File: src/tscc_pkg.sv
// Shared types and constants of the trajectory speed consistency checker.
`default_nettype none

package tscc_pkg;

	// Configuration register indexes
	localparam logic [1:0] REG_MIN_SPEED = 2'd0;
	localparam logic [1:0] REG_MIN_STEP  = 2'd1;
	localparam logic [1:0] REG_TOL_PCT   = 2'd2;
	localparam logic [1:0] REG_TOL_CAP   = 2'd3;

	// Verdict codes
	localparam logic [1:0] STAT_OK    = 2'd0;
	localparam logic [1:0] STAT_STEP  = 2'd1;
	localparam logic [1:0] STAT_SPEED = 2'd2;

	// Pair classes decided in the front end
	localparam logic [1:0] CLS_PASS  = 2'd0;
	localparam logic [1:0] CLS_STEP  = 2'd1;
	localparam logic [1:0] CLS_ARITH = 2'd2;

	// (200 * 1e6)^2: scales squared displacement to the speed comparison
	localparam logic [55:0] SCALE = 56'd40000000000000000;

	localparam int unsigned FIFO_DEPTH = 2;

	typedef struct packed {
		logic [16:0] min_speed;
		logic [19:0] min_step;
		logic [6:0]  tol_pct;
		logic [16:0] tol_cap;
	} tscc_cfg_t;

	typedef struct packed {
		logic        first;
		logic        check;
		logic [1:0]  cls;
		logic [7:0]  idx;
		logic        last;
		logic [31:0] ux;
		logic [31:0] uy;
		logic [31:0] dt;
		logic [25:0] c_hi;
		logic [25:0] c_lo;
		logic        a_gt_b;
	} tscc_item_t;

endpackage

`default_nettype wire

File: src/tscc_front.sv
// Front end: accepts points, tracks the trajectory and classifies each pair.
`default_nettype none

module tscc_front import tscc_pkg::*; #(
	parameter int MAX_POINTS = 256
) (
	input  wire logic        clk,
	input  wire logic        arst_n,
	input  wire tscc_cfg_t   cfg,
	input  wire logic        in_valid,
	output logic             in_ready,
	input  wire logic        first_point,
	input  wire logic        stationary,
	input  wire logic [31:0] pos_x,
	input  wire logic [31:0] pos_y,
	input  wire logic [31:0] time_us,
	input  wire logic [17:0] speed_mm_s,
	input  wire logic        last_point,
	input  wire logic        q_full,
	output logic             push,
	output tscc_item_t       item
);

	localparam int IDX_CAP = (MAX_POINTS - 1 > 255) ? 255 : MAX_POINTS - 1;
	localparam logic [7:0] IDX_MAX = IDX_CAP[7:0];

	logic        beat;
	logic        rdy1, rdy2;
	logic [7:0]  idx_nxt;

	logic [31:0] prev_x_q, prev_y_q, prev_t_q;
	logic [17:0] prev_v_q;
	logic [7:0]  idx_q;
	logic        skip_q;

	logic        v_s1;
	logic [32:0] dx_s1, dy_s1, dt_s1;
	logic [18:0] sp_s1;
	logic        first_s1, check_s1, last_s1;
	logic [7:0]  idx_s1;

	logic        v_s2;
	logic [31:0] ux_s2, uy_s2, dt_s2;
	logic [1:0]  cls_s2;
	logic [24:0] a_s2, bp_s2, bc_s2;
	logic        first_s2, check_s2, last_s2;
	logic [7:0]  idx_s2;

	logic [32:0] dx_neg, dy_neg;
	logic        below, nonpos, short_step;
	logic [1:0]  cls;
	logic [24:0] b_min;

	assign rdy2     = !v_s2 || !q_full;
	assign rdy1     = !v_s1 || rdy2;
	assign in_ready = rdy1;
	assign beat     = in_valid && in_ready;

	always_comb begin
		if (first_point) begin
			idx_nxt = '0;
		end else if (idx_q < IDX_MAX) begin
			idx_nxt = idx_q + 8'd1;
		end else begin
			idx_nxt = idx_q;
		end
	end

	// Trajectory state and stage valids
	always_ff @(posedge clk or negedge arst_n) begin
		if (!arst_n) begin
			prev_x_q <= '0;
			prev_y_q <= '0;
			prev_t_q <= '0;
			prev_v_q <= '0;
			idx_q    <= '0;
			skip_q   <= 1'b0;
			v_s1     <= 1'b0;
			v_s2     <= 1'b0;
		end else begin
			if (beat) begin
				prev_x_q <= pos_x;
				prev_y_q <= pos_y;
				prev_t_q <= time_us;
				prev_v_q <= speed_mm_s;
				idx_q    <= idx_nxt;
				if (first_point) begin
					skip_q <= stationary;
				end
			end
			if (rdy1) begin
				v_s1 <= beat;
			end
			if (rdy2) begin
				v_s2 <= v_s1;
			end
		end
	end

	// Stage 1: differences against the previous point
	always_ff @(posedge clk) begin
		if (rdy1 && beat) begin
			dx_s1    <= {pos_x[31], pos_x} - {prev_x_q[31], prev_x_q};
			dy_s1    <= {pos_y[31], pos_y} - {prev_y_q[31], prev_y_q};
			dt_s1    <= {1'b0, time_us} - {1'b0, prev_t_q};
			sp_s1    <= {speed_mm_s[17], speed_mm_s} + {prev_v_q[17], prev_v_q};
			first_s1 <= first_point;
			check_s1 <= !first_point && !skip_q;
			idx_s1   <= idx_nxt;
			last_s1  <= last_point;
		end
	end

	assign dx_neg     = -dx_s1;
	assign dy_neg     = -dy_s1;
	assign below      = $signed({sp_s1[18], sp_s1}) < $signed({2'b00, cfg.min_speed, 1'b0});
	assign nonpos     = dt_s1[32] || (dt_s1 == '0);
	assign short_step = dt_s1[31:0] < {12'd0, cfg.min_step};

	always_comb begin
		if (below) begin
			cls = CLS_PASS;
		end else if (nonpos || short_step) begin
			cls = CLS_STEP;
		end else begin
			cls = CLS_ARITH;
		end
	end

	// Stage 2: magnitudes, class and tolerance terms
	always_ff @(posedge clk) begin
		if (rdy2 && v_s1) begin
			ux_s2    <= dx_s1[32] ? dx_neg[31:0] : dx_s1[31:0];
			uy_s2    <= dy_s1[32] ? dy_neg[31:0] : dy_s1[31:0];
			dt_s2    <= dt_s1[31:0];
			cls_s2   <= cls;
			a_s2     <= {7'd0, sp_s1[17:0]} * 25'd100;
			bp_s2    <= {7'd0, sp_s1[17:0]} * {18'd0, cfg.tol_pct};
			bc_s2    <= {8'd0, cfg.tol_cap} * 25'd200;
			first_s2 <= first_s1;
			check_s2 <= check_s1;
			idx_s2   <= idx_s1;
			last_s2  <= last_s1;
		end
	end

	assign b_min = (bc_s2 < bp_s2) ? bc_s2 : bp_s2;
	assign push  = v_s2 && !q_full;

	always_comb begin
		item.first  = first_s2;
		item.check  = check_s2;
		item.cls    = cls_s2;
		item.idx    = idx_s2;
		item.last   = last_s2;
		item.ux     = ux_s2;
		item.uy     = uy_s2;
		item.dt     = dt_s2;
		item.c_hi   = {1'b0, a_s2} + {1'b0, b_min};
		item.c_lo   = {1'b0, a_s2} - {1'b0, b_min};
		item.a_gt_b = a_s2 > b_min;
	end

endmodule

`default_nettype wire

File: config.mk
export PLATFORM = sky130hd
export DESIGN_NAME = tscc_front
export DESIGN_NICKNAME = d
export VERILOG_FILES = /design/src/tscc_pkg.sv /design/src/tscc_front.sv
export SDC_FILE = /design/constraint.sdc
export NUM_CORES = 1
export LEC_CHECK = 0
export ABC_AREA = 0
export BUFFER_PORTS_ARGS = -buffer_cell sky130_fd_sc_hd__buf_2
export CAP_MARGIN = 20
export CORE_MARGIN = 1
export CORE_UTILIZATION = 40
export DETAILED_ROUTE_END_ITERATION = 10
export GPL_ROUTABILITY_DRIVEN = 0
export PLACE_DENSITY = 0.65
export REMOVE_ABC_BUFFERS = 1
export SLEW_MARGIN = 40
export SYNTH_ARGS = -nofsm -noshare
export SYNTH_HDL_FRONTEND = slang
export SYNTH_SLANG_ARGS = --single-unit
File: constraint.sdc
create_clock -name clk -period 20.3 [get_ports clk]
set_clock_uncertainty 0.15 [all_clocks]
set_input_delay 2.03 -clock clk [delete_from_list [all_inputs] [get_ports clk]]
set_output_delay 2.03 -clock clk [all_outputs]
set_load 0.005 [all_outputs]
==> metrics.md <==
| Metric | Value |
|---|---|
| Final wirelength | `72,920 um` |
| Part of the Yosys area used for sequential elements | `38.52%` |
| Met1 Use GR | `23.18%` |
| Run status | `finished clean` |
| Hold Path Class | `reg -> reg` |
| Global Route Usage Sum | `17.97%` |
| CP Launch Type | `flip-flop` |
| Worst-case clock buffer depth | `3` |
| Layout cells sized above 1 | `12.77%` |
| Std cell rows | `103` |
| M2 GR Usage | `30.90%` |
| Synth top area cells | `edfxtp_1 29%, ha_1 15%, dfrtp_1 9.7%` |
| H-tree levels | `2` |
| Yosys cell types | `74` |
| Core Footprint | `0.07926 sq mm` |
| Wire length of the first global-routing pass | `119,600 um` |
| Most numerous cell in the Yosys netlist | `inv_1` |
| DRC errors left | `0` |
| Number of max-slew violations in the final report | `0` |
| Top-area cell type share of the netlist area | `28.79%` |
| DRT Pass-1 Iters | `7` |
| CTS Buf Count | `52` |
| Met3 Use GR | `3.573%` |
| CP required | `18.12 ns` |
| Register bit total from synthesis | `433` |
| Cell area after layout | `0.03684 sq mm` |
| Max_cap viols | `0` |
| YS warnings | `0` |
| Worst-skew pair later-pin latency | `0.61 ns` |
| CTS tree | `built` |
| Initial Util | `40.54%` |
| Initial antenna violation count | `10` |
| Hold Vio Cnt, Final | `0` |
| Setup Fix Bufs, Post-CTS | `0` |
| Overflow after GRT | `0` |
| Via Count | `23,480` |
| Num ports | `346` |
| Final setup viols | `0` |
| Worst VDD drop | `0.09024 mV` |
| Post-layout minimum cycle time | `8.194 ns` |
| Ys flop type | `edfxtp_1` |
| First-iteration detailed-routing DRC count | `1,032` |
| Die footprint | `0.08146 sq mm` |
| Post-synthesis cell count | `3,254` |
| Synth cell count leaders | `466 x inv_1, 387 x ha_1, 308 x edfxtp_1, 304 x nand2_1, 225 x o21ai_0` |
| Non-filler cells, final | `4,691` |
| Area delta synth->final | `14.65%` |
| Cells resized by post-CTS repair | `0` |
| Setup TNS | `0 ns` |
| Worst slew margin | `48.76%` |
| CP max FO | `33` |
| Worst-margin pin slew | `0.7686 ns` |
| Period utilization | `40.36%` |
| Vias in the first global route | `23,620` |
| Root Buffer Master | `clkbuf_16` |
| Post-synth EDFFs | `308` |
| Die Width | `285.4 um` |
| Peak Freq | `122.0 MHz` |
| Post-synth ARST share | `28.87%` |
| Netlist Area Pre-Place | `0.03213 sq mm` |
| DP Wirelength | `56,780 um` |
| WS Path Type | `reg -> out` |
| Clock sink total | `433` |
| Pwr Density | `149.7 mW/mm^2` |
| Routed Antenna Nets | `0` |
| DR WL/cell | `15.54 um` |
| Die Y | `285.4 um` |
| Largest net degree at the start of global routing | `180` |
| Critical Path Sink Type | `primary output` |
| Worst-path clk slew | `0.06 ns` |
| Yosys top cell by area | `edfxtp_1` |
| Post-DP Area | `0.03505 sq mm` |
| Leak Pwr | `17.12 nW` |
| Gr busiest metal | `met2` |
| Layout net count | `4,275` |
| Via/cell ratio | `5.006` |
| Port Buffers | `345` |
| Critical Path AT | `6.01 ns` |
| Post-synthesis average cell area | `9.874 sq um` |
| Placed insts | `4,593` |
| RSZ-0062 raised after global routing | `false` |
| Cts hold-fix bufs | `0` |
==> kinds of logic after synthesis <==
logic type | share of synthesized area [%]
buffers and inverters | 6.273
XOR/XNOR | 6.842
flip-flops | 38.52
AO/OA/AOI/OAI | 14.26
multiplexers | 0.1012
adder cells (fa/ha/maj) | 21.86
AND/OR/NAND/NOR | 12.14
==> cells in the final DEF (no fill, tap or decap), types with 103 or more instances in the layout <==
master	netlist	routed
inv_1	466	465
ha_1	387	387
buf_2	0	344
edfxtp_1	308	308
nand2_1	304	303
o21ai_0	225	225
xnor2_1	209	209
a21oi_1	164	164
nor2_1	152	152
dfrtp_1	125	125
fa_1	109	109
and2_1	103	103
==> metrics by stage <==
step	util (%)	setup slack, ns	power (mW)	hold WS [ns]
floorplan	-	4.269	3.668	0.2503
global placement	44.16	12.71	4.526	0.2513
detailed placement	44.23	12.54	4.580	0.2545
CTS	46.45	12.08	5.567	0.2653
global route	46.48	11.54	6.028	0.2750
finish	46.48	12.11	5.516	0.2608
==> flip-flops by register name, summed over array words and instances (netlist names), 22 cells and up <==
signal    flops
a_s2         23
prev_x_q     32
prev_y_q     32
uy_s2        32
dx_s1        33
dt_s1        33
bp_s2        25
dy_s1        33
prev_t_q     32
bc_s2        22
ux_s2        32
dt_s2        32
==> worst max-delay path, cell delays in order, from the launching register on <==
cell and delay [ns]:
edfxtp_1 0.39, ha_1 0.29, or4b_1 0.43, a211oi_1 0.25, o221ai_1 0.19, a21oi_1 0.24
o21ai_2 0.24, buf_4 0.30, o21ai_0 0.42, ha_1 0.37, inv_1 0.14, a21oi_1 0.12
o21ai_0 0.42, nand4_1 0.22, o211ai_1 0.22, o22ai_1 0.19, o31a_1 0.32, o31a_1 0.30
a211oi_1 0.23, buf_2 0.14
==> layout make-up <==
class | instances | area (sq um)
Fill cell | 7417 | 42420
Multi-Input combinational cell | 2288 | 17780
Sequential cell | 433 | 12380
Timing Repair Buffer | 355 | 1838
Inverter | 467 | 1765
Clock buffer | 63 | 1363
Tap cell | 1050 | 1314
Clock inverter | 34 | 400.4
Antenna cell | 1 | 2.502
==> final timing paths <==
path | from | end | slack [ns] | depth (start not counted)
max | bc_s2[3]$_DFFE_PP_ | item[25] | 12.11 | 19
min | last_s1$_DFFE_PP_ | last_s2$_DFFE_PP_ | 0.26 | 0
max reg2reg | sp_s1[4]$_DFFE_PP_ | bp_s2[23]$_DFFE_PP_ | 14.09 | 16
min reg2reg | last_s1$_DFFE_PP_ | last_s2$_DFFE_PP_ | 0.26 | 0
max in group asynchronous | arst_n | prev_v_q[7]$_DFFE_PN0P_ | 17.59 | 2
min in group asynchronous | arst_n | prev_x_q[28]$_DFFE_PN0P_ | 1.25 | 1
==> metal layers <==
| metal | part of all wire (%) | wire [um] |
|---|---|---|
| met1 | 45 | 32600 |
| met2 | 48 | 35020 |
| met3 | 5.1 | 3706 |
| met4 | 2.1 | 1502 |
| met5 | 0.12 | 88 |
==> power breakdown <==
group	leakage, nW	total (mW)	internal, mW	switching (mW)
logic	11.8	3.18	1.40	1.78
clock network	0.857	0.958	0.571	0.388
registers	4.50	1.38	1.25	0.126
Power figures use the tool's default switching activity.
