`config.mk`:
```
export PLATFORM = sky130hd
export DESIGN_NAME = tscc_fifo
export DESIGN_NICKNAME = d
export VERILOG_FILES = /design/src/tscc_pkg.sv /design/src/tscc_fifo.sv
export SDC_FILE = /design/constraint.sdc
export NUM_CORES = 1
export LEC_CHECK = 0
export BUFFER_PORTS_ARGS = -buffer_cell sky130_fd_sc_hd__buf_2
export CORE_ASPECT_RATIO = 1.1
export CORE_MARGIN = 2
export CORE_UTILIZATION = 52
export CTS_BUF_LIST = sky130_fd_sc_hd__clkbuf_4 sky130_fd_sc_hd__clkbuf_8 sky130_fd_sc_hd__clkbuf_16
export CTS_CLUSTER_SIZE = 14
export DETAILED_ROUTE_END_ITERATION = 16
export PLACE_DENSITY = 0.79
export SETUP_SLACK_MARGIN = 0.05
export SYNTH_ARGS = -nofsm -noshare
export SYNTH_HDL_FRONTEND = slang
export SYNTH_SLANG_ARGS = --single-unit
```
`constraint.sdc`:
```
create_clock -name clk -period 11.5 [get_ports clk]
set_input_delay 1.725 -clock clk [delete_from_list [all_inputs] [get_ports clk]]
set_output_delay 1.725 -clock clk [all_outputs]
set_load 0.01 [all_outputs]
```
`src/tscc_pkg.sv`:
```
// Shared types and constants of the trajectory speed consistency checker.
`default_nettype none

package tscc_pkg;

	// Configuration register indexes
	localparam logic [1:0] REG_MIN_SPEED = 2'd0;
	localparam logic [1:0] REG_MIN_STEP  = 2'd1;
	localparam logic [1:0] REG_TOL_PCT   = 2'd2;
	localparam logic [1:0] REG_TOL_CAP   = 2'd3;

	// Verdict codes
	localparam logic [1:0] STAT_OK    = 2'd0;
	localparam logic [1:0] STAT_STEP  = 2'd1;
	localparam logic [1:0] STAT_SPEED = 2'd2;

	// Pair classes decided in the front end
	localparam logic [1:0] CLS_PASS  = 2'd0;
	localparam logic [1:0] CLS_STEP  = 2'd1;
	localparam logic [1:0] CLS_ARITH = 2'd2;

	// (200 * 1e6)^2: scales squared displacement to the speed comparison
	localparam logic [55:0] SCALE = 56'd40000000000000000;

	localparam int unsigned FIFO_DEPTH = 2;

	typedef struct packed {
		logic [16:0] min_speed;
		logic [19:0] min_step;
		logic [6:0]  tol_pct;
		logic [16:0] tol_cap;
	} tscc_cfg_t;

	typedef struct packed {
		logic        first;
		logic        check;
		logic [1:0]  cls;
		logic [7:0]  idx;
		logic        last;
		logic [31:0] ux;
		logic [31:0] uy;
		logic [31:0] dt;
		logic [25:0] c_hi;
		logic [25:0] c_lo;
		logic        a_gt_b;
	} tscc_item_t;

endpackage

`default_nettype wire

```
`src/tscc_fifo.sv`:
```
// Short queue of classified items between front and back end.
`default_nettype none

module tscc_fifo import tscc_pkg::*; (
	input  wire logic       clk,
	input  wire logic       arst_n,
	input  wire logic       push,
	input  wire tscc_item_t wr_item,
	output logic            full,
	input  wire logic       pop,
	output tscc_item_t      rd_item,
	output logic            empty
);

	localparam int AW = $clog2(FIFO_DEPTH);

	tscc_item_t    mem_q [FIFO_DEPTH];
	logic [AW-1:0] wr_ptr_q, rd_ptr_q;
	logic [AW:0]   cnt_q;
	logic          do_push, do_pop;

	assign full    = cnt_q == (AW + 1)'(FIFO_DEPTH);
	assign empty   = cnt_q == '0;
	assign do_push = push && !full;
	assign do_pop  = pop && !empty;
	assign rd_item = mem_q[rd_ptr_q];

	always_ff @(posedge clk or negedge arst_n) begin
		if (!arst_n) begin
			wr_ptr_q <= '0;
			rd_ptr_q <= '0;
			cnt_q    <= '0;
		end else begin
			if (do_push) begin
				wr_ptr_q <= wr_ptr_q + 1'b1;
			end
			if (do_pop) begin
				rd_ptr_q <= rd_ptr_q + 1'b1;
			end
			if (do_push && !do_pop) begin
				cnt_q <= cnt_q + 1'b1;
			end else if (do_pop && !do_push) begin
				cnt_q <= cnt_q - 1'b1;
			end
		end
	end

	always_ff @(posedge clk) begin
		if (do_push) begin
			mem_q[wr_ptr_q] <= wr_item;
		end
	end

endmodule

`default_nettype wire

```
==> flow_summary.json, run 1 <==
{
  "status": "completed",
  "vias": 6088,
  "io_buffers": 329,
  "endpoint_kind": "output port",
  "synthesis.area_um2": 12160,
  "finalSetupViolCount": 0,
  "finalHoldViolations": 0,
  "hold_buffers": 0,
  "h-tree-depth": 1,
  "syn_nets": 690,
  "syn_avg_cell_area_um2": 23.25,
  "ys.flop_type": "edfxtp_1",
  "start_util_pct": 53.02,
  "cts_buffers": 31,
  "overflow": 0,
  "postRouteWirelength_mm": 23.23,
  "ir_drop_mv": 0.1856,
  "drt_pass1_iterations": 4,
  "slew_violations": 0,
  "vias_per_cell": 5.052,
  "io_pins": 330,
  "drtIter0Drc": 325,
  "synthToLayoutAreaGrowth_pct": 24.04,
  "p_int_uw": 2733,
  "crit_fanout": 58,
  "p_leak_uw": 0.005849,
  "synth_seq_cells": 328,
  "synth.distinct_cells": 15,
  "required_ns": 9.78,
  "place_area_um2": 14100,
  "p_sw_uw": 1098,
  "pwr-share-clk_pct": 24.7,
  "min_period_ns": 4.734,
  "tritoncts": "yes",
  "synth_seq_area_share_pct": 80.84,
  "nets": 1041,
  "placementRows": 58,
  "tightest_slew_ns": 1.071,
  "die_h_um": 164.4,
  "max_cap_viol_count": 0,
  "worst_setup_path_start_kind": "flip-flop",
  "p_sw_share_pct": 28.66,
  "final_cell_area_um2": 15080,
  "syn_inst": 523,
  "gp_congestion": 0.7657,
  "post-route-period-util_pct": 41.17,
  "clk_latency_ns": 0.55,
  "p_per_area_nw_per_um2": 254.0,
  "layout-drive-gt1-share_pct": 61.27,
  "ant_nets": 0,
  "grtUsageTotal_pct": 17.96,
  "wl_per_cell_um": 19.28,
  "cts.sinks": 328,
  "ys_top_cells_by_area": "edfxtp_1 (80%), mux2_4 (8.6%), mux2_2 (8.5%)",
  "comb_power_share_pct": 30.0,
  "worstHoldPathType": "reg -> reg",
  "final_cell_mix": "buf_2 (329), edfxtp_1 (324), mux2_2 (92), mux2_4 (70), clkbuf_16 (31)",
  "grt_max_degree": 61,
  "ctsResizeCount": 0,
  "ys_async_sr_fraction_pct": 1.220,
  "die_area_um2": 24620,
  "clk_pin_slew_worst_paths_ns": 0.06,
  "cts_setup_buffers": 0,
  "antenna_found_initial": 10,
  "yosysTopAreaCell": "edfxtp_1",
  "core_um2": 22930,
  "slew-limit-headroom_pct": 28.61,
  "cts-root-buf": "clkbuf_16",
  "critical_path_class": "reg -> out",
  "clockBufferDepth": 3,
  "synth-edff-count": 324,
  "p_seq_share_pct": 45.3,
  "die_x_um": 149.8,
  "finalPower_uw": 3831,
  "crit_arrival_ns": 3.01,
  "tns_ns": 0,
  "place_hpwl_mm": 15.58,
  "drc": 0,
  "rsz0062_at_grt": "false",
  "skew_ns": 0.01437,
  "synth_top_area_share_pct": 80.02,
  "ys.warnings.count": 0,
  "final_common_cell": "buf_2",
  "fmax_mhz": 211.2,
  "grt_pass1_vias": 6319,
  "grt_pass1_wl_mm": 33.62
}
[path summary, 6_finish.rpt]
check / from / to / slack, ns / cells after the start
worst max register to register: cnt_q[0] / mem_q[0][98] / 8.94 / 5
worst min register to register: cnt_q[1] / cnt_q[1] / 0.52 / 1
worst min-delay path: cnt_q[1] / cnt_q[1] / 0.52 / 1
min in group asynchronous: arst_n / cnt_q[0] / 0.96 / 1
worst max-delay path: rd_ptr_q / rd_item[131] / 6.77 / 3
max in group asynchronous: arst_n / rd_ptr_q / 10.40 / 1
[through the flow]
step / worst slack [ns] / instances / util, % / hold slack, ns
global placement: 7.337 / 1141 / 61.50 / 0.5110
detailed placement: 7.338 / 1141 / 61.50 / 0.5087
finish: 6.766 / 1205 / 65.77 / 0.5195
global route: 6.621 / 1202 / 65.74 / 0.5666
floorplan: 2.278 / 523 / - / 0.4608
CTS: 6.738 / 1196 / 65.67 / 0.5205
[layout make-up]
class                           count  area, um^2
Inverter                            2       7.507
Tap cell                          300       375.4
Multi-Input combinational cell    175        2188
Antenna cell                        9       22.52
Timing Repair Buffer              336        1699
Clock inverter                     21       157.7
Clock buffer                       34       798.3
Sequential cell                   328        9833
Fill cell                        1561        7850
[synth_stat cells, types with 2 or more instances]
library cell,n
mux2_2,92
inv_1,2
dfrtp_1,4
mux2_4,70
buf_2,9
nor2_1,3
edfxtp_1,324
xor2_1,2
buf_6,9
xnor2_1,3
[power by group through the flow]
stage	Clock (uW)	Sequential (uW)	Combinational, uW
floorplan	0	1760	807
global placement	0	1740	1160
detailed placement	0	1760	1160
CTS	971	1740	1170
global route	1010	1760	1230
finish	946	1740	1150
[sequential cells by signal (all words and copies together) (netlist names)]
signal	cells
mem_q	324
rd_ptr_q	1
cnt_q	2
wr_ptr_q	1
[critical path, cell delays in order, from the launching register on]
cell	delay [ns]
dfrtp_4	0.88
buf_4	0.93
mux2_2	0.42
buf_2	0.16
[metal layers]
metal  up-vias  track usage, %  part of all wire, %
li1       2806               -                    -
met3        45           5.801                  9.7
met1      2975           20.68                   36
met2       260           31.53                   52
met5         -               0                0.043
met4         2           6.475                  2.5
[cells by family after synthesis]
logic type / synth area share (%)
AND/OR/NAND/NOR: 0.2264
adder cells (fa/ha/maj): 0.1029
multiplexers: 17.16
buffers and inverters: 1.266
flip-flops: 80.84
AO/OA/AOI/OAI: 0.04112
XOR/XNOR: 0.3602
No activity file was read; power rests on OpenSTA's default activity.
==> run 2, diff against run 1 <==
ABC_AREA = 1   (was default)
clock period = 4.73 ns   (was 11.5 ns; I/O delays follow)
==> run 2 against run 1 <==
Net effect:
- critical path depth rose by 1
- via count rose by 25%
- first-iteration DRC count grew 7.7%
- sequential share of layout area increased by 0.88 points
- clock skew rose by 0.0011 ns
- non-clock buffer count did not move
- power rose by 140%
- synthesized area is 1.6% lower
- die area fell by 1.5%
- clock power rose by 140%
- utilization fell by 0.25 points
- critical path type unchanged
- critical endpoint is now rd_item[75]
- largest cell class unchanged
==> flow_summary.json, run 2 <==
{
  "synth_seq_cells": 328,
  "synth_seq_area_share_pct": 82.14,
  "postRouteWirelength_mm": 25.31,
  "antenna_found_initial": 7,
  "worstHoldPathType": "in -> reg",
  "post-route-period-util_pct": 75.74,
  "p_sw_share_pct": 33.52,
  "grt_max_degree": 101,
  "overflow": 0,
  "rr_worst_depth": 6,
  "tns_ns": 0,
  "yosys.area_share.simple_pct": 15.81,
  "rr_startpoint": "cnt_q[1]",
  "crit_fanout": 100,
  "io_pins": 330,
  "drt_pass1_iterations": 4,
  "synthToLayoutAreaGrowth_pct": 24.36,
  "vias": 7583,
  "synth.most_common_cell": "nand2_1",
  "place_area_um2": 13910,
  "ys_top_cells_by_area": "edfxtp_1 (81%), nand2_1 (16%), dfrtp_1 (0.84%)",
  "crit_arrival_ns": 2.87,
  "reg2reg_slack_ns": 2.36,
  "hold-path-cell-count": 1,
  "synthAdderAreaFrac_pct": 0.1046,
  "hold_end": "mem_q[1][154]",
  "pwr-share-clk_pct": 24.6,
  "syn_nets": 1044,
  "hold_buffers": 1,
  "synthesis.area_um2": 11970,
  "min-delay-start": "wr_item[154]",
  "p_seq_share_pct": 44.9,
  "largest_register_ffs": 324,
  "die_h_um": 163.1,
  "p_leak_uw": 0.006423,
  "layout-drive-gt1-share_pct": 31.09,
  "yosysTopAreaCell": "edfxtp_1",
  "utilization_pct": 65.52,
  "synth_compound_gate_area_share_pct": 0.08365,
  "comb_power_share_pct": 30.5,
  "h-tree-depth": 1,
  "holdWs_ns": 0.3436,
  "die_x_um": 148.6,
  "ctsResizeCount": 0,
  "die_area_um2": 24240,
  "tightest_slew_ns": 1.065,
  "final_cell_area_um2": 14880,
  "drc": 0,
  "cts_setup_buffers": 0,
  "ys_async_sr_fraction_pct": 1.220,
  "ys.flop_type": "edfxtp_1",
  "required_ns": 4.02,
  "skew_ns": 0.01550,
  "clockBufferDepth": 3,
  "ant_nets": 0,
  "clk_latency_ns": 0.55,
  "placementRows": 58,
  "final_cell_mix": "nand2_1 (495), buf_2 (329), edfxtp_1 (324), clkbuf_16 (31), clkinv_1 (10)",
  "setup_ws_ns": 1.147,
  "grt_pass1_vias": 7409,
  "max_cap_viol_count": 0,
  "place_hpwl_mm": 16.00,
  "core_um2": 22710,
  "io_buffers": 329,
  "synth.distinct_cells": 15,
  "top_regs": "mem_q: 324 flops, cnt_q: 2 flops",
  "wl_per_cell_um": 16.45,
  "p_int_uw": 6216,
  "start_util_pct": 52.68,
  "slew-limit-headroom_pct": 29.00,
  "vias_per_cell": 4.927,
  "synth_top_area_share_pct": 81.30,
  "p_sw_uw": 3134,
  "rsz0062_at_grt": "false",
  "syn_avg_cell_area_um2": 13.64,
  "worst_setup_path_start_kind": "flip-flop",
  "synth_common_cells": "nand2_1 (495), edfxtp_1 (324), buf_2 (18)",
  "endpoint_kind": "output port",
  "tritoncts": "yes",
  "syn_inst": 877,
  "critical_path_class": "reg -> out",
  "clk_pin_slew_worst_paths_ns": 0.06,
  "final_common_cell": "nand2_1",
  "ir_drop_mv": 0.4071,
  "p_per_area_nw_per_um2": 628.3,
  "fmax_mhz": 279.1,
  "rr_endpoint": "mem_q[0][74]",
  "gp_congestion": 0.7896,
  "status": "completed",
  "grt_pass1_wl_mm": 37.56,
  "synth-edff-count": 324,
  "grtUsageTotal_pct": 20.07,
  "slew_violations": 0,
  "cts_buffers": 31,
  "synth_xor_area_share_pct": 0.07319,
  "finalHoldViolations": 0,
  "nets": 1378,
  "ys.warnings.count": 0,
  "synth_top_family_by_area": "simple AND/OR/NAND/NOR gates",
  "regMostFlops": "mem_q",
  "min_period_ns": 3.583,
  "finalSetupViolCount": 0,
  "synth_mux_area_share_pct": 0,
  "place_ws_ns": 1.710,
  "drtIter0Drc": 350,
  "cts-root-buf": "clkbuf_16",
  "cts.sinks": 328
}
==> run 2: area by class of cell <==
class                   count  area (um^2)
well taps                 300        375.4
fillers                  1627         7833
diodes                      7        17.52
clock buffers              36        813.3
multi-input cells         506         1931
repair buffers            336         1739
flip-flops and latches    328         9833
clock inverters            18        135.1
inverters                   8        37.54
==> run 2: worst max-delay path by stage <==
stage                     cells past startpoint            to      from  slack [ns]
after floorplan                               4   mem_q[0][0]      push        0.13
after global placement                        5   rd_item[62]  rd_ptr_q        1.67
after detailed placement                      5   rd_item[62]  rd_ptr_q        1.71
after CTS                                     5  rd_item[111]  rd_ptr_q        1.08
after global routing                          4   rd_item[58]  rd_ptr_q        0.94
final                                         4   rd_item[75]  rd_ptr_q        1.15
==> run 2: power groups by stage <==
| stage | Sequential [uW] | Combinational (uW) | Clock (uW) |
|---|---|---|---|
| 2_1_floorplan | 4210 | 1740 | 0 |
| 3_3_place_gp | 4230 | 2840 | 0 |
| 3_5_place_dp | 4260 | 2880 | 0 |
| 4_1_cts | 4200 | 2910 | 2340 |
| 5_1_grt | 4260 | 3160 | 2450 |
| 6_report | 4200 | 2850 | 2300 |
==> run 2: through the flow <==
stage          power, uW  std cells
2_1_floorplan       5948        877
3_3_place_gp        7071       1477
3_5_place_dp        7138       1477
4_1_cts             9451       1532
5_1_grt             9862       1536
6_report            9350       1539
==> run 2: critical path, cell delays in order (launching register included) <==
cell and delay [ns]:
dfrtp_4 0.89, buf_4 0.87, nand2_1 0.17, nand2_1 0.13, buf_2 0.13
==> run 2: cell families (layout without fill, tap and decap cells) <==
logic type               count (synthesis)  after routing
AND/OR/NAND/NOR                        502            502
AO/OA/AOI/OAI                            2              2
adder cells (fa/ha/maj)                  1              1
other                                    0              7
XOR/XNOR                                 1              1
flip-flops                             328            328
buffers and inverters                   43            398
==> run 2: per-layer routing <==
metal  routed length, um  global-route usage [%]  vias to the layer above
li1                    -                       -                     3637
met1                9107                   22.80                     3562
met2               13100                   36.43                      327
met3                2441                   5.670                       55
met4                 646                   6.840                        2
met5                  13                       0                        -
