[config.mk]
export PLATFORM = sky130hd
export DESIGN_NAME = tscc_back
export DESIGN_NICKNAME = d
export VERILOG_FILES = /design/src/tscc_pkg.sv /design/src/tscc_back.sv
export SDC_FILE = /design/constraint.sdc
export NUM_CORES = 2
export LEC_CHECK = 0
export BUFFER_PORTS_ARGS = -buffer_cell sky130_fd_sc_hd__buf_2
export CAP_MARGIN = 10
export CORE_ASPECT_RATIO = 0.7
export CORE_MARGIN = 4
export CORE_UTILIZATION = 40
export DETAILED_ROUTE_END_ITERATION = 8
export SLEW_MARGIN = 15
export SYNTH_ARGS = -nofsm -noshare
export SYNTH_HDL_FRONTEND = slang
export SYNTH_SLANG_ARGS = --single-unit
[constraint.sdc]
create_clock -name clk -period 11 [get_ports clk]
set_input_delay 2.75 -clock clk [delete_from_list [all_inputs] [get_ports clk]]
set_output_delay 2.75 -clock clk [all_outputs]
set_load 0.05 [all_outputs]
[src/tscc_pkg.sv]
// Shared types and constants of the trajectory speed consistency checker.
`default_nettype none

package tscc_pkg;

	// Configuration register indexes
	localparam logic [1:0] REG_MIN_SPEED = 2'd0;
	localparam logic [1:0] REG_MIN_STEP  = 2'd1;
	localparam logic [1:0] REG_TOL_PCT   = 2'd2;
	localparam logic [1:0] REG_TOL_CAP   = 2'd3;

	// Verdict codes
	localparam logic [1:0] STAT_OK    = 2'd0;
	localparam logic [1:0] STAT_STEP  = 2'd1;
	localparam logic [1:0] STAT_SPEED = 2'd2;

	// Pair classes decided in the front end
	localparam logic [1:0] CLS_PASS  = 2'd0;
	localparam logic [1:0] CLS_STEP  = 2'd1;
	localparam logic [1:0] CLS_ARITH = 2'd2;

	// (200 * 1e6)^2: scales squared displacement to the speed comparison
	localparam logic [55:0] SCALE = 56'd40000000000000000;

	localparam int unsigned FIFO_DEPTH = 2;

	typedef struct packed {
		logic [16:0] min_speed;
		logic [19:0] min_step;
		logic [6:0]  tol_pct;
		logic [16:0] tol_cap;
	} tscc_cfg_t;

	typedef struct packed {
		logic        first;
		logic        check;
		logic [1:0]  cls;
		logic [7:0]  idx;
		logic        last;
		logic [31:0] ux;
		logic [31:0] uy;
		logic [31:0] dt;
		logic [25:0] c_hi;
		logic [25:0] c_lo;
		logic        a_gt_b;
	} tscc_item_t;

endpackage

`default_nettype wire

[src/tscc_back.sv]
// Back end: latched verdict, shared multiplier sequence and result register.
`default_nettype none

module tscc_back import tscc_pkg::*; (
	input  wire logic       clk,
	input  wire logic       arst_n,
	input  wire logic       q_empty,
	input  wire tscc_item_t q_head,
	output logic            q_pop,
	output logic            out_valid,
	input  wire logic       out_ready,
	output logic [1:0]      out_status,
	output logic [7:0]      out_index,
	output logic            out_last
);

	localparam logic [1:0] B_IDLE = 2'd0;
	localparam logic [1:0] B_BUSY = 2'd1;
	localparam logic [1:0] B_DONE = 2'd2;

	localparam logic [1:0] DST_NONE = 2'd0;
	localparam logic [1:0] DST_ACC  = 2'd1;
	localparam logic [1:0] DST_KH   = 2'd2;
	localparam logic [1:0] DST_KL   = 2'd3;

	// Multiply schedule
	localparam logic [4:0] SQ_UX   = 5'd0;
	localparam logic [4:0] SQ_UY   = 5'd1;
	localparam logic [4:0] SQ_KH   = 5'd2;
	localparam logic [4:0] SQ_KL   = 5'd3;
	localparam logic [4:0] SQ_L00  = 5'd4;
	localparam logic [4:0] SQ_L01  = 5'd5;
	localparam logic [4:0] SQ_L10  = 5'd6;
	localparam logic [4:0] SQ_L11  = 5'd7;
	localparam logic [4:0] SQ_L20  = 5'd8;
	localparam logic [4:0] SQ_L21  = 5'd9;
	localparam logic [4:0] SQ_H00  = 5'd10;
	localparam logic [4:0] SQ_H01  = 5'd11;
	localparam logic [4:0] SQ_H10  = 5'd12;
	localparam logic [4:0] SQ_H11  = 5'd13;
	localparam logic [4:0] SQ_W00  = 5'd14;
	localparam logic [4:0] SQ_W01  = 5'd15;
	localparam logic [4:0] SQ_W10  = 5'd16;
	localparam logic [4:0] SQ_W11  = 5'd17;
	localparam logic [4:0] SQ_GAP  = 5'd18;
	localparam logic [4:0] SQ_LAST = 5'd19;

	logic [1:0]   state_q;
	logic [4:0]   step_q;
	tscc_item_t   it_q;
	logic [64:0]  q_q;
	logic [127:0] l_q, acc_q;
	logic [57:0]  kh_q, kl_q;
	logic [63:0]  prod_s1;
	logic [1:0]   dst_s1, sh_s1;
	logic         clr_s1;
	logic [1:0]   res_q;
	logic [1:0]   verdict_q;
	logic [7:0]   failed_q;
	logic         out_valid_q;
	logic [1:0]   out_status_q;
	logic [7:0]   out_index_q;
	logic         out_last_q;

	logic [31:0]  op_a, op_b;
	logic [1:0]   dst, sh;
	logic         clr;
	logic         hi_fail, lo_fail;
	logic         out_free, emit, start;
	logic [1:0]   nv;
	logic [7:0]   nf;
	logic         nl;
	logic [127:0] acc_base, addend;

	assign out_free = !out_valid_q || out_ready;
	assign hi_fail  = l_q > acc_q;
	assign lo_fail  = it_q.a_gt_b && (l_q < acc_q);

	always_comb begin
		op_a = '0;
		op_b = '0;
		dst  = DST_NONE;
		sh   = 2'd0;
		clr  = 1'b0;
		case (step_q)
			SQ_UX: begin
				op_a = it_q.ux; op_b = it_q.ux; dst = DST_ACC; clr = 1'b1;
			end
			SQ_UY: begin
				op_a = it_q.uy; op_b = it_q.uy; dst = DST_ACC;
			end
			SQ_KH: begin
				op_a = {6'd0, it_q.c_hi}; op_b = it_q.dt; dst = DST_KH;
			end
			SQ_KL: begin
				op_a = {6'd0, it_q.c_lo}; op_b = it_q.dt; dst = DST_KL;
			end
			SQ_L00: begin
				op_a = q_q[31:0]; op_b = SCALE[31:0]; dst = DST_ACC; clr = 1'b1;
			end
			SQ_L01: begin
				op_a = q_q[31:0]; op_b = {8'd0, SCALE[55:32]}; dst = DST_ACC; sh = 2'd1;
			end
			SQ_L10: begin
				op_a = q_q[63:32]; op_b = SCALE[31:0]; dst = DST_ACC; sh = 2'd1;
			end
			SQ_L11: begin
				op_a = q_q[63:32]; op_b = {8'd0, SCALE[55:32]}; dst = DST_ACC; sh = 2'd2;
			end
			SQ_L20: begin
				op_a = {31'd0, q_q[64]}; op_b = SCALE[31:0]; dst = DST_ACC; sh = 2'd2;
			end
			SQ_L21: begin
				op_a = {31'd0, q_q[64]}; op_b = {8'd0, SCALE[55:32]}; dst = DST_ACC;
				sh = 2'd3;
			end
			SQ_H00: begin
				op_a = kh_q[31:0]; op_b = kh_q[31:0]; dst = DST_ACC; clr = 1'b1;
			end
			SQ_H01: begin
				op_a = kh_q[31:0]; op_b = {6'd0, kh_q[57:32]}; dst = DST_ACC; sh = 2'd1;
			end
			SQ_H10: begin
				op_a = {6'd0, kh_q[57:32]}; op_b = kh_q[31:0]; dst = DST_ACC; sh = 2'd1;
			end
			SQ_H11: begin
				op_a = {6'd0, kh_q[57:32]}; op_b = {6'd0, kh_q[57:32]}; dst = DST_ACC;
				sh = 2'd2;
			end
			SQ_W00: begin
				op_a = kl_q[31:0]; op_b = kl_q[31:0]; dst = DST_ACC; clr = 1'b1;
			end
			SQ_W01: begin
				op_a = kl_q[31:0]; op_b = {6'd0, kl_q[57:32]}; dst = DST_ACC; sh = 2'd1;
			end
			SQ_W10: begin
				op_a = {6'd0, kl_q[57:32]}; op_b = kl_q[31:0]; dst = DST_ACC; sh = 2'd1;
			end
			SQ_W11: begin
				op_a = {6'd0, kl_q[57:32]}; op_b = {6'd0, kl_q[57:32]}; dst = DST_ACC;
				sh = 2'd2;
			end
			default: begin
			end
		endcase
		if (state_q != B_BUSY) begin
			dst = DST_NONE;
		end
	end

	always_comb begin
		q_pop = 1'b0;
		emit  = 1'b0;
		start = 1'b0;
		nv    = verdict_q;
		nf    = failed_q;
		nl    = q_head.last;
		case (state_q)
			B_IDLE: begin
				if (!q_empty && out_free) begin
					q_pop = 1'b1;
					if (q_head.first) begin
						nv   = STAT_OK;
						nf   = '0;
						emit = 1'b1;
					end else if (q_head.check && verdict_q == STAT_OK) begin
						case (q_head.cls)
							CLS_STEP: begin
								nv   = STAT_STEP;
								nf   = q_head.idx;
								emit = 1'b1;
							end
							CLS_ARITH: begin
								start = 1'b1;
							end
							default: begin
								emit = 1'b1;
							end
						endcase
					end else begin
						emit = 1'b1;
					end
				end
			end
			B_DONE: begin
				nl = it_q.last;
				if (out_free) begin
					emit = 1'b1;
					if (res_q != STAT_OK) begin
						nv = res_q;
						nf = it_q.idx;
					end
				end
			end
			default: begin
			end
		endcase
	end

	always_ff @(posedge clk or negedge arst_n) begin
		if (!arst_n) begin
			state_q     <= B_IDLE;
			step_q      <= '0;
			verdict_q   <= STAT_OK;
			failed_q    <= '0;
			out_valid_q <= 1'b0;
			dst_s1      <= DST_NONE;
		end else begin
			dst_s1 <= dst;
			if (emit) begin
				verdict_q   <= nv;
				failed_q    <= nf;
				out_valid_q <= 1'b1;
			end else if (out_ready) begin
				out_valid_q <= 1'b0;
			end
			case (state_q)
				B_IDLE: begin
					if (start) begin
						state_q <= B_BUSY;
						step_q  <= SQ_UX;
					end
				end
				B_BUSY: begin
					if ((step_q == SQ_W01 && hi_fail) || step_q == SQ_LAST) begin
						state_q <= B_DONE;
					end else begin
						step_q <= step_q + 5'd1;
					end
				end
				B_DONE: begin
					if (out_free) begin
						state_q <= B_IDLE;
					end
				end
				default: begin
					state_q <= B_IDLE;
				end
			endcase
		end
	end

	assign acc_base = clr_s1 ? '0 : acc_q;
	assign addend   = 128'(prod_s1) << {sh_s1, 5'd0};

	always_ff @(posedge clk) begin
		prod_s1 <= op_a * op_b;
		sh_s1   <= sh;
		clr_s1  <= clr;
		case (dst_s1)
			DST_ACC: acc_q <= acc_base + addend;
			DST_KH:  kh_q  <= prod_s1[57:0];
			DST_KL:  kl_q  <= prod_s1[57:0];
			default: begin
			end
		endcase
		if (start) begin
			it_q <= q_head;
		end
		if (state_q == B_BUSY && step_q == SQ_KL) begin
			q_q <= acc_q[64:0];
		end
		if (state_q == B_BUSY && step_q == SQ_H01) begin
			l_q <= acc_q;
		end
		if (state_q == B_BUSY && step_q == SQ_W01) begin
			res_q <= hi_fail ? STAT_SPEED : STAT_OK;
		end
		if (state_q == B_BUSY && step_q == SQ_LAST) begin
			res_q <= lo_fail ? STAT_SPEED : STAT_OK;
		end
		if (emit) begin
			out_status_q <= nv;
			out_index_q  <= nf;
			out_last_q   <= nl;
		end
	end

	assign out_valid  = out_valid_q;
	assign out_status = out_status_q;
	assign out_index  = out_index_q;
	assign out_last   = out_last_q;

endmodule

`default_nettype wire
==> results.tsv <==
metric	value	unit
status	finished clean	
drv_slew	0	
startpoint_type	register	
portBuffers	178	
dp.cells	9449	
synth.avg_cell_area	9.69	um^2
whs_path_depth	0	
wl_per_cell	28.6	um
worstSetupPathType	register to register	
seq_area_frac_synth	0.290	
drt-initial-drc-count	6961	
cts.sinks	694	
place.detailed.hpwl	222	mm
die_area	180000	um^2
numCtsBuffers	78	
crit_fanout	18	
clk_latency	0.72	ns
synthArstFlopShare	0.0288	
drc_errors	0	
whs_endpoint	l_q[85]	
setup-tns-final	0	ns
slowest_delay	0.56	ns
hold_ws	0.438	ns
hp-class	register to register	
synth_area	69300	um^2
drv_cap	0	
wl	275	mm
ant_nets	0	
gp_congestion	0.994	
clk_pin_slew	0.06	ns
yosys_warnings	0	
cts.path.max_buffers	3	
rr_startpoint	step_q[0]	
reg2reg_to	prod_s1[42]	
die_x	505	um
cts_tree	built	
antenna_found_initial	30	
ctsRootBufferMaster	clkbuf_16	
critPathMostFrequentCell	fa_1	
reg2reg_slack	0.24	ns
start_util	0.404	
core_area	172000	um^2
end_kind	register	
finalCritPeriodShare	0.978	
maxSlewHeadroom	0.210	
die_h	356	um
hp-start	acc_q[85]	
tightest_slew	1.17	ns
syn_inst	7148	
critPathLaunch	step_q[0]	
area_delta_synth_final	10.3	%
placementRows	127	
syn_nets	8734	
rsz0062_at_grt	true	
cts_hold_repair.buffers	0	
cp_top_family	adder cells	
cts_max_level	3	
grt_pass1_wl	394	mm
synth_edf_count	607	
fin_crit	10.76	ns
arrival	11.31	ns
nets	8861	
yosys_register_bits	694	
post-route-util	0.445	
hold_viol_final	0	
r2r_cells	33	
cp_slowest_cell	a211o_1	
grt_pass1_vias	54500	
clock_skew	0.0530	ns
setup_violations	0	
worstPathBufferInverterCount	6	
via_count	55400	
grt_start_max_net_pins	129	
track_usage	0.304	
final_cells	9611	
ioPinCount	179	
synth_cell_types	95	
drive_gt1_frac	0.0874	
post_drt_via_cell_ratio	5.77	
firstDrtPassIters	9	
grt-ovfl-total	0	
nFillCells	16500	
fmaxAchievable	0.0929	GHz
required	11.55	ns
synth_ff_type	edfxtp_1	
-- worst max-delay path by stage --
stage                  endpoint  depth (start not counted)  slack, ns
floorplan                l_q[0]                          4       0.70
global placement    prod_s1[42]                         34       0.05
global route        prod_s1[62]                         34     -0.003
detailed placement  prod_s1[42]                         34       0.08
finish              prod_s1[42]                         33       0.24
CTS                 prod_s1[42]                         34       0.17
-- routing by layer --
metal / vias to the layer above / wire (um) / track usage
met3: 468 / 33100 / 0.0835
met1: 28000 / 122000 / 0.457
met4: 10 / 12000 / 0.108
li1: 23700 / - / -
met2: 3244 / 108000 / 0.416
met5: - / 62 / 0
-- final cells by class --
cell class              instances  area, um^2  share of cell area
clock inverters                44         548             0.00717
multi-input cells            4930       43800               0.573
clock buffers                  97        2040              0.0267
diodes                         18        45.0            0.000589
well taps                    2257        2820              0.0370
repair buffers                403        2680              0.0351
inverters                    1168        4390              0.0575
flip-flops and latches        694       20100               0.263
-- stage by stage --
stage                     instance area, um^2  setup slack [ns]
after floorplan                         69300             0.700
after global placement                  73700            0.0480
after detailed placement                73700            0.0824
after CTS                               76300             0.174
after global routing                    76400          -0.00266
final                                   76400             0.238
-- cells in the mapped netlist (all sizes together), types with 20 or more instances --
master,number,area share
nor3,50,0.0038
o21ai,170,0.012
a22o,41,0.0052
edfxtp,607,0.26
ha,523,0.094
dfxtp,67,0.019
a21o,141,0.015
clkbuf,312,0.017
inv,1168,0.063
a21oi,309,0.022
nor4,27,0.0028
xor2,66,0.0083
o21a,40,0.0043
nand2,833,0.045
and3,25,0.0023
a222oi,26,0.0038
nor2,845,0.046
fa,897,0.26
nand3,69,0.0050
nand4,101,0.0092
mux2i,38,0.0055
nor2b,61,0.0055
a211oi,36,0.0040
dfrtp,20,0.0072
nand2b,35,0.0032
and2,61,0.0055
a22oi,112,0.012
o21bai,46,0.0050
buf,44,0.0033
xnor2,119,0.015
a211o,25,0.0032
-- flip-flops by register name, summed over array words and instances, names as in the netlist, 2 cells and up --
register	cells
it_q	158
acc_q	128
l_q	128
q_q	65
prod_s1	64
kh_q	58
kl_q	58
failed_q	8
out_index	8
step_q	5
dst_s1	2
out_status	2
sh_s1	2
state_q	2
verdict_q	2
-- logic make-up after synthesis --
logic type      Yosys count  synth area share
simple gates           2195             0.138
buf+inv                1524            0.0836
fa+ha+maj              1420             0.354
compound gates         1090             0.106
flops                   694             0.290
xor+xnor                185            0.0234
mux                      40           0.00582
-- timing repair --
action	4_1_cts	5_1_grt
buffers inserted	0	2
pin swaps	1	2
endpoints found under the setup margin	2	14
gates resized for setup	1	6
-- layout by cell type (no fill, tap or decap), types with 100 or more instances in the layout --
master / netlist / routed
fa_1: 897 / 897
edfxtp_1: 607 / 607
nand4_1: 100 / 100
buf_4: 6 / 214
a22oi_1: 112 / 109
nand2_1: 832 / 832
a21o_1: 138 / 138
buf_2: 22 / 179
nor2_1: 845 / 838
inv_1: 1168 / 1167
xnor2_1: 119 / 119
a21oi_1: 306 / 305
o21ai_0: 164 / 163
ha_1: 523 / 523
-- worst register-to-register path, delay by kind of cell (launching register included) --
kind,cells,cell delay (ns)
adder cells (fa/ha/maj),10,4.74
AO/OA/AOI/OAI,9,2.74
AND/OR/NAND/NOR,7,1.62
buffers and inverters,6,0.92
flip-flops,1,0.44
XOR/XNOR,1,0.15
Power is left out: the tool's default activity adds up to more than one toggle a clock period on the data nets, which glitch-free logic cannot reach.
